### config.mk
export PLATFORM = sky130hd
export DESIGN_NAME = convex_zone_point_test_core
export DESIGN_NICKNAME = d
export VERILOG_FILES = /design/src/czpt_pkg.sv /design/src/convex_zone_point_test_core.sv
export SDC_FILE = /design/constraint.sdc
export NUM_CORES = 2
export LEC_CHECK = 0
export BUFFER_PORTS_ARGS = -buffer_cell sky130_fd_sc_hd__buf_2
export CORE_UTILIZATION = 60
export CTS_CLUSTER_SIZE = 10
export DETAILED_ROUTE_END_ITERATION = 12
export PLACE_DENSITY = 0.89
export REMOVE_ABC_BUFFERS = 1
export SYNTH_ARGS = -nofsm -noshare
export SYNTH_HDL_FRONTEND = slang
export SYNTH_SLANG_ARGS = --single-unit
### constraint.sdc
create_clock -name clk -period 8 [get_ports clk]
set_clock_uncertainty 0.2 [all_clocks]
set_input_delay 0.4 -clock clk [delete_from_list [all_inputs] [get_ports clk]]
set_output_delay 0.4 -clock clk [all_outputs]
set_load 0.005 [all_outputs]
### src/czpt_pkg.sv
// Package with the shared constants of the convex zone point test block.
package czpt_pkg;

  // Width of the vertex count register and its value after reset.
  localparam int CFG_W = 5;
  localparam logic [CFG_W-1:0] VERTEX_COUNT_RESET = 5'd3;

  // Configuration port geometry and register index.
  localparam int PADDR_W = 3;
  localparam int PDATA_W = 32;
  localparam logic REG_VERTEX_COUNT = 1'b0;

  // Request types.
  localparam logic REQ_WRITE = 1'b0;
  localparam logic REQ_QUERY = 1'b1;

  // Defaults of the top-level parameters.
  localparam int MAX_VERTICES_DEF = 16;
  localparam int COORD_WIDTH_DEF = 16;

endpackage

### src/convex_zone_point_test_core.sv
// Convex zone point test: vertex store, edge walk sequencer and result register.
//
// The block holds the vertices of one convex zone in a single-port-read,
// single-port-write memory and tests query points against it. A vertex write
// leaves the block idle. A query whose point is flagged as a zone vertex, or
// one made with a vertex count of zero, goes straight to the done state,
// loads its result once the output register is free and frees the block then.
// Any other query reads the memory once per cycle, n + 1 reads for n
// vertices, through a three-stage pipeline (edge differences, the two
// cross-product multiplies, sign compare). Its result is loaded into the
// output register after the last sign compare, once that register is free;
// the query occupies the block until then, so a stalled output keeps it
// busy longer. New requests are held off while a query is in progress, but a
// finished result waiting in the output register does not block the next
// request.
module convex_zone_point_test_core #(
  parameter int MAX_VERTICES = czpt_pkg::MAX_VERTICES_DEF,
  parameter int COORD_WIDTH  = czpt_pkg::COORD_WIDTH_DEF,
  parameter int IDX_W        = (MAX_VERTICES > 1) ? $clog2(MAX_VERTICES) : 1
) (
  input  logic                          clk,
  input  logic                          rst,
  // Request channel.
  input  logic                          in_valid,
  output logic                          in_stall,
  input  logic                          req_type,
  input  logic [IDX_W-1:0]              vertex_index,
  input  logic signed [COORD_WIDTH-1:0] x_coord,
  input  logic signed [COORD_WIDTH-1:0] y_coord,
  input  logic                          query_is_vertex,
  // Result channel.
  output logic                          out_valid,
  input  logic                          out_stall,
  output logic                          inside_res,
  // Configuration port.
  input  logic                          psel,
  input  logic                          penable,
  input  logic                          pwrite,
  input  logic [czpt_pkg::PADDR_W-1:0]  paddr,
  input  logic [czpt_pkg::PDATA_W-1:0]  pwdata,
  output logic [czpt_pkg::PDATA_W-1:0]  prdata,
  output logic                          pready
);
  import czpt_pkg::*;

  localparam int CNT_W = $clog2(MAX_VERTICES + 1);
  localparam int EXT_W = CFG_W + CNT_W;
  localparam int DIF_W = COORD_WIDTH + 1;
  localparam int PRD_W = 2 * DIF_W;
  localparam int ENT_W = 2 * COORD_WIDTH;

  localparam logic [1:0] ST_IDLE = 2'd0;
  localparam logic [1:0] ST_WALK = 2'd1;
  localparam logic [1:0] ST_DONE = 2'd2;

  // Configuration register.
  logic [CFG_W-1:0] vertex_count;

  // Sequencer state.
  logic [1:0]       state;
  logic             rd_active;
  logic [CNT_W-1:0] rd_step;
  logic             res;

  // Memory and read pipeline.
  logic [ENT_W-1:0] vmem [MAX_VERTICES];
  logic [ENT_W-1:0] rdata;
  logic             rd_en;
  logic [IDX_W-1:0] rd_addr;
  logic             rd_vld, rd_first, rd_last;
  logic signed [COORD_WIDTH-1:0] px, py, prev_x, prev_y, cur_x, cur_y;
  logic             d_vld, d_last;
  logic signed [DIF_W-1:0] dx1, dy1, dx2, dy2;
  logic             m_vld, m_last;
  logic signed [PRD_W-1:0] p1, p2;
  logic             sign_set, sign_pos, fail;
  logic             k_pos, fail_next;

  logic             cfg_wr, in_acc, out_load;
  logic [CNT_W-1:0] eff_cnt, last_idx, step_prev;
  logic [EXT_W-1:0] cnt_ext;
  logic             wr_ok;

  // Effective vertex count, clipped to the store depth.
  assign cnt_ext  = EXT_W'(vertex_count);
  assign eff_cnt  = (cnt_ext > EXT_W'(MAX_VERTICES)) ? CNT_W'(MAX_VERTICES)
                                                      : cnt_ext[CNT_W-1:0];
  assign last_idx = eff_cnt - 1'b1;

  // Configuration port: always ready, one register wherever address bit 2 is clear.
  assign pready = 1'b1;
  assign cfg_wr = psel && penable && pwrite && pready;
  assign prdata = (paddr[2] == REG_VERTEX_COUNT) ? PDATA_W'(vertex_count) : '0;

  // Request handshake: a new request is taken only while the sequencer is idle.
  assign in_stall = (state != ST_IDLE);
  assign in_acc   = in_valid && !in_stall;
  assign wr_ok    = (CNT_W'(vertex_index) < eff_cnt);

  // Read address: the last vertex first, then every vertex in order.
  assign rd_en     = (state == ST_WALK) && rd_active;
  assign step_prev = rd_step - 1'b1;
  assign rd_addr   = (rd_step == '0) ? last_idx[IDX_W-1:0] : step_prev[IDX_W-1:0];

  assign cur_x = rdata[ENT_W-1:COORD_WIDTH];
  assign cur_y = rdata[COORD_WIDTH-1:0];

  // Sign of the cross product, zero counting as positive, and the running verdict.
  always_comb begin
    k_pos     = (p1 >= p2);
    fail_next = fail;
    if (m_vld && sign_set && (k_pos != sign_pos)) begin
      fail_next = 1'b1;
    end
  end

  // The result register is loaded when it is empty or being emptied.
  assign out_load = (state == ST_DONE) && (!out_valid || !out_stall);

  // Vertex memory with registered read data.
  always_ff @(posedge clk) begin
    if (in_acc && (req_type == REQ_WRITE) && wr_ok) begin
      vmem[vertex_index] <= {x_coord, y_coord};
    end
    if (rd_en) begin
      rdata <= vmem[rd_addr];
    end
  end

  // Control state.
  always_ff @(posedge clk) begin
    if (rst) begin
      vertex_count <= VERTEX_COUNT_RESET;
      state        <= ST_IDLE;
      rd_active    <= 1'b0;
      rd_vld       <= 1'b0;
      d_vld        <= 1'b0;
      m_vld        <= 1'b0;
      out_valid    <= 1'b0;
    end else begin
      if (cfg_wr && (paddr[2] == REG_VERTEX_COUNT)) begin
        vertex_count <= pwdata[CFG_W-1:0];
      end

      // Pipeline valid flags.
      rd_vld <= rd_en;
      d_vld  <= rd_vld && !rd_first;
      m_vld  <= d_vld;

      case (state)
        ST_IDLE: begin
          if (in_acc && (req_type == REQ_QUERY)) begin
            if (query_is_vertex || (eff_cnt == '0)) begin
              state <= ST_DONE;
            end else begin
              state     <= ST_WALK;
              rd_active <= 1'b1;
            end
          end
        end
        ST_WALK: begin
          if (rd_en && (rd_step == eff_cnt)) begin
            rd_active <= 1'b0;
          end
          if (m_vld && m_last) begin
            state <= ST_DONE;
          end
        end
        ST_DONE: begin
          if (out_load) begin
            state <= ST_IDLE;
          end
        end
        default: begin
          state <= ST_IDLE;
        end
      endcase

      // Result register.
      if (out_load) begin
        out_valid <= 1'b1;
      end else if (out_valid && !out_stall) begin
        out_valid <= 1'b0;
      end
    end
  end

  // Datapath registers.
  always_ff @(posedge clk) begin
    // Query set-up.
    if (in_acc && (req_type == REQ_QUERY)) begin
      px       <= x_coord;
      py       <= y_coord;
      rd_step  <= '0;
      sign_set <= 1'b0;
      fail     <= 1'b0;
      res      <= !query_is_vertex;
    end else begin
      if (rd_en) begin
        rd_step <= rd_step + 1'b1;
      end
      if (m_vld) begin
        sign_set <= 1'b1;
        if (!sign_set) begin
          sign_pos <= k_pos;
        end
        fail <= fail_next;
        if (m_last) begin
          res <= !fail_next;
        end
      end
    end

    // Read stage flags.
    rd_first <= rd_en && (rd_step == '0);
    rd_last  <= rd_en && (rd_step == eff_cnt);

    // Edge differences from the previous vertex.
    if (rd_vld) begin
      prev_x <= cur_x;
      prev_y <= cur_y;
      d_last <= rd_last;
      dx1    <= $signed({cur_x[COORD_WIDTH-1], cur_x}) -
                $signed({prev_x[COORD_WIDTH-1], prev_x});
      dy1    <= $signed({cur_y[COORD_WIDTH-1], cur_y}) -
                $signed({prev_y[COORD_WIDTH-1], prev_y});
      dx2    <= $signed({px[COORD_WIDTH-1], px}) -
                $signed({prev_x[COORD_WIDTH-1], prev_x});
      dy2    <= $signed({py[COORD_WIDTH-1], py}) -
                $signed({prev_y[COORD_WIDTH-1], prev_y});
    end

    // Cross-product terms.
    m_last <= d_last;
    p1     <= dx1 * dy2;
    p2     <= dy1 * dx2;

    if (out_load) begin
      inside_res <= res;
    end
  end

endmodule

==> results.py <==
metrics = {
    "global_route": {
        "grt_pass1_vias": 35400,
        "grt-ovfl-total": 0,
        "antenna_found_initial": 5,
        "grt_usage_pct": 29.2,
        "grt_pass1_wl_mm": 198,
        "grt_max_degree": 97,
    },
    "worst_setup_path": {
        "crit_type": "reg2reg",
        "critPathMaxFanout": 17,
        "arrival_ns": 7.62,
        "slowest_delay_ns": 0.91,
        "start_kind": "flop",
        "path_cells": "nand2_1 > inv_1 > fa_1 > fa_1 > fa_1 > fa_1 > fa_1 > inv_1 > fa_1 > inv_1 > ha_1 > nand2_1 > nor3_1 > nand4_1 > o21ai_0 > o211ai_1 > a21oi_1 > nor2_1 > o21ai_0 > xnor2_1",
        "crit_required_ns": 8.36,
        "cp_num_cells": 20,
        "cpMostUsedCell": "fa_1",
        "crit_buf_inv": 3,
        "crit_slowest_cell": "fa_1",
        "cp_top_family": "adder cells",
        "cp-end-kind": "flop",
        "reg2regPathDepth": 20,
    },
    "logic_synthesis": {
        "synth_edf_count": 680,
        "async_flop_share_pct": 0,
        "synth.most_common_cell": "inv_1",
        "syn_avg_cell_area_sq_um": 12.8,
        "synth_cell_types": 70,
        "netlist_instances": 4122,
        "synth_top_area_cell": "edfxtp_1",
        "synth_common_cells": "inv_1 (707), edfxtp_1 (680), fa_1 (596)",
        "synthesis.area_sq_um": 52600,
        "ys.flop_type": "edfxtp_1",
        "ys_seq_area_share_pct": 42.2,
        "synth_area_leaders": "edfxtp_1 (39%), fa_1 (23%), ha_1 (6.5%)",
        "synth_seq_cells": 770,
        "ys.warnings.count": 0,
        "synth_top_area_share_pct": 38.8,
    },
    "sta": {
        "min_period_over_period_pct": 90.8,
        "rsz0062_at_grt": "no",
        "setup_viol": 0,
        "fin_tns_setup_ns": 0,
        "hold_viol_final": 0,
        "tightest_slew_ns": 0.939,
        "slew_violations": 0,
        "fmax_mhz": 138,
        "fin_ws_ns": 0.738,
        "fin_crit_ns": 7.26,
        "relSlewSlack_pct": 37.4,
    },
    "clock_tree": {
        "cts_inserted_buffers": 89,
        "cts_sinks": 770,
        "cts_root_buffer": "clkbuf_16",
        "clockBufferDepth": 3,
        "cts_tree": "done",
        "path_clk_slew_ns": 0.06,
        "postCtsSetupRepairBufs": 0,
        "clk_latency_ns": 0.66,
        "h-tree-depth": 3,
    },
    "routing": {
        "routedWlPerCell_um": 23.4,
        "drc": 0,
        "wirelength_mm": 127,
        "vias_per_cell": 6.08,
        "antenna_left": 0,
        "via_count": 32900,
        "drt_iter0_drc": 3624,
        "dr.pass1.iters": 7,
    },
    "floorplanning": {
        "die_x_um": 298,
        "io_pins": 116,
        "die_area_sq_um": 88900,
        "rows": 108,
        "die_h_um": 298,
        "start_util_pct": 60.6,
        "coreArea_sq_um": 86800,
    },
    "place": {
        "gp_routability_congestion": 0.911,
        "port_buffers": 58,
        "dp_slack_ns": 0.932,
        "dp.final_hpwl_mm": 80.3,
        "post-place-cells": 5239,
    },
    "power": {
        "power.density_nw_per_um2": 192,
        "finalPower_mw": 11.0,
        "cellLeakagePower_nw": 23.6,
        "peakVddDrop_mv": 0.304,
    },
    "status": {
        "status": "finished clean",
    },
    "cells_and_area": {
        "final.fill_count": 5760,
        "layout.nets": 5169,
        "stdcell_count": 5402,
        "multi_input_area_sq_um": 27200,
        "drive_gt1_share_pct": 8.25,
        "utilization_pct": 65.8,
        "area_delta_synth_final_pct": 8.44,
        "ff_latch_area_sq_um": 22200,
    },
    "job": {
        "cap_viol_max_count": 0,
    },
    "hold_path": {
        "whs_path_depth": 4,
        "hp-class": "in2reg",
    },
}
-- worst min-delay path, cell delays in order --
cell,delay (ns)
buf_2,0.11
nand3_1,0.20
nand2_1,0.11
o21ai_0,0.07
-- through the flow --
stage | area (sq um) | hold WS, ns
3_5_place_dp | 54100 | 0.145
6_report | 57000 | 0.0868
2_1_floorplan | 51900 | 0.123
4_1_cts | 57000 | 0.0772
3_3_place_gp | 54100 | 0.128
5_1_grt | 57000 | 0.131
-- logic make-up after synthesis --
logic type                 synth area share [%]
other                                    0.0143
AOI/OAI and AO/OA                          4.67
DFF                                        42.2
buffers and inverters                      6.55
xor gates and xnor gates                   2.00
muxes                                      6.19
and+or+nand+nor                            9.15
adders and majority gates                  29.2
-- routing by layer --
layer	vias to the layer above	global-route usage, %	routed length [um]
met5	-	0	46
met4	6	14.0	6240
met3	469	5.62	11100
met2	1950	50.3	64600
met1	16600	35.4	44500
li1	13800	-	-
-- area by class of cell --
type | count | area share (%)
timing repair buffer | 133 | 1.75
sequential | 770 | 39.0
antenna | 4 | 0.0175
clock buffer | 103 | 4.01
inverter | 708 | 4.66
tap | 1155 | 2.53
clock inverter | 12 | 0.377
multi-input combinational | 2517 | 47.7
-- final timing paths --
path                            slack (ns)      from  endpoint
worst max-delay path                  0.74    dy2[2]    p1[33]
worst min-delay path                  0.09  in_valid      fail
worst min register to register        0.16    d_last    m_last
worst max register to register        0.74    dy2[2]    p1[33]
-- power by group --
part	switching, mW	internal, mW
Combinational	1.51	1.16
Sequential	0.0785	4.57
Clock	1.59	2.06
-- what timing repair did --
item / CTS / global route
gates resized for setup: 0 / 0
hold buffers: 44 / 0
hold endpoints to repair: 558 / 0
-- flip-flops by register name, indices dropped and copies added (netlist names), 2 cells and up --
register	count
dx2	17
state	2
dy1	17
dy2	17
vmem	512
rd_step	5
prev_y	16
p2	34
dx1	17
py	16
p1	34
prev_x	16
vertex_count	5
px	16
rdata	32
-- cells in the final DEF, fill, tap and decap left out, drive strengths merged, types with 6 or more instances in the layout --
cell type / n
a211o: 6
a211oi: 42
a21o: 42
a21oi: 119
a31oi: 12
and2: 286
and3: 12
buf: 89
clkbuf: 103
clkinv: 8
conb: 28
dfxtp: 90
dlygate4sd3: 44
edfxtp: 680
fa: 596
ha: 274
inv: 711
mux2i: 36
mux4: 128
nand2: 313
nand2b: 24
nand3: 25
nand3b: 7
nand4: 15
nor2: 141
nor2b: 63
nor3: 49
o211ai: 6
o21a: 34
o21ai: 58
o21bai: 7
o31a: 7
o31ai: 6
or2: 6
xnor2: 96
xor2: 24
No activity file was read; power rests on OpenSTA's default activity.
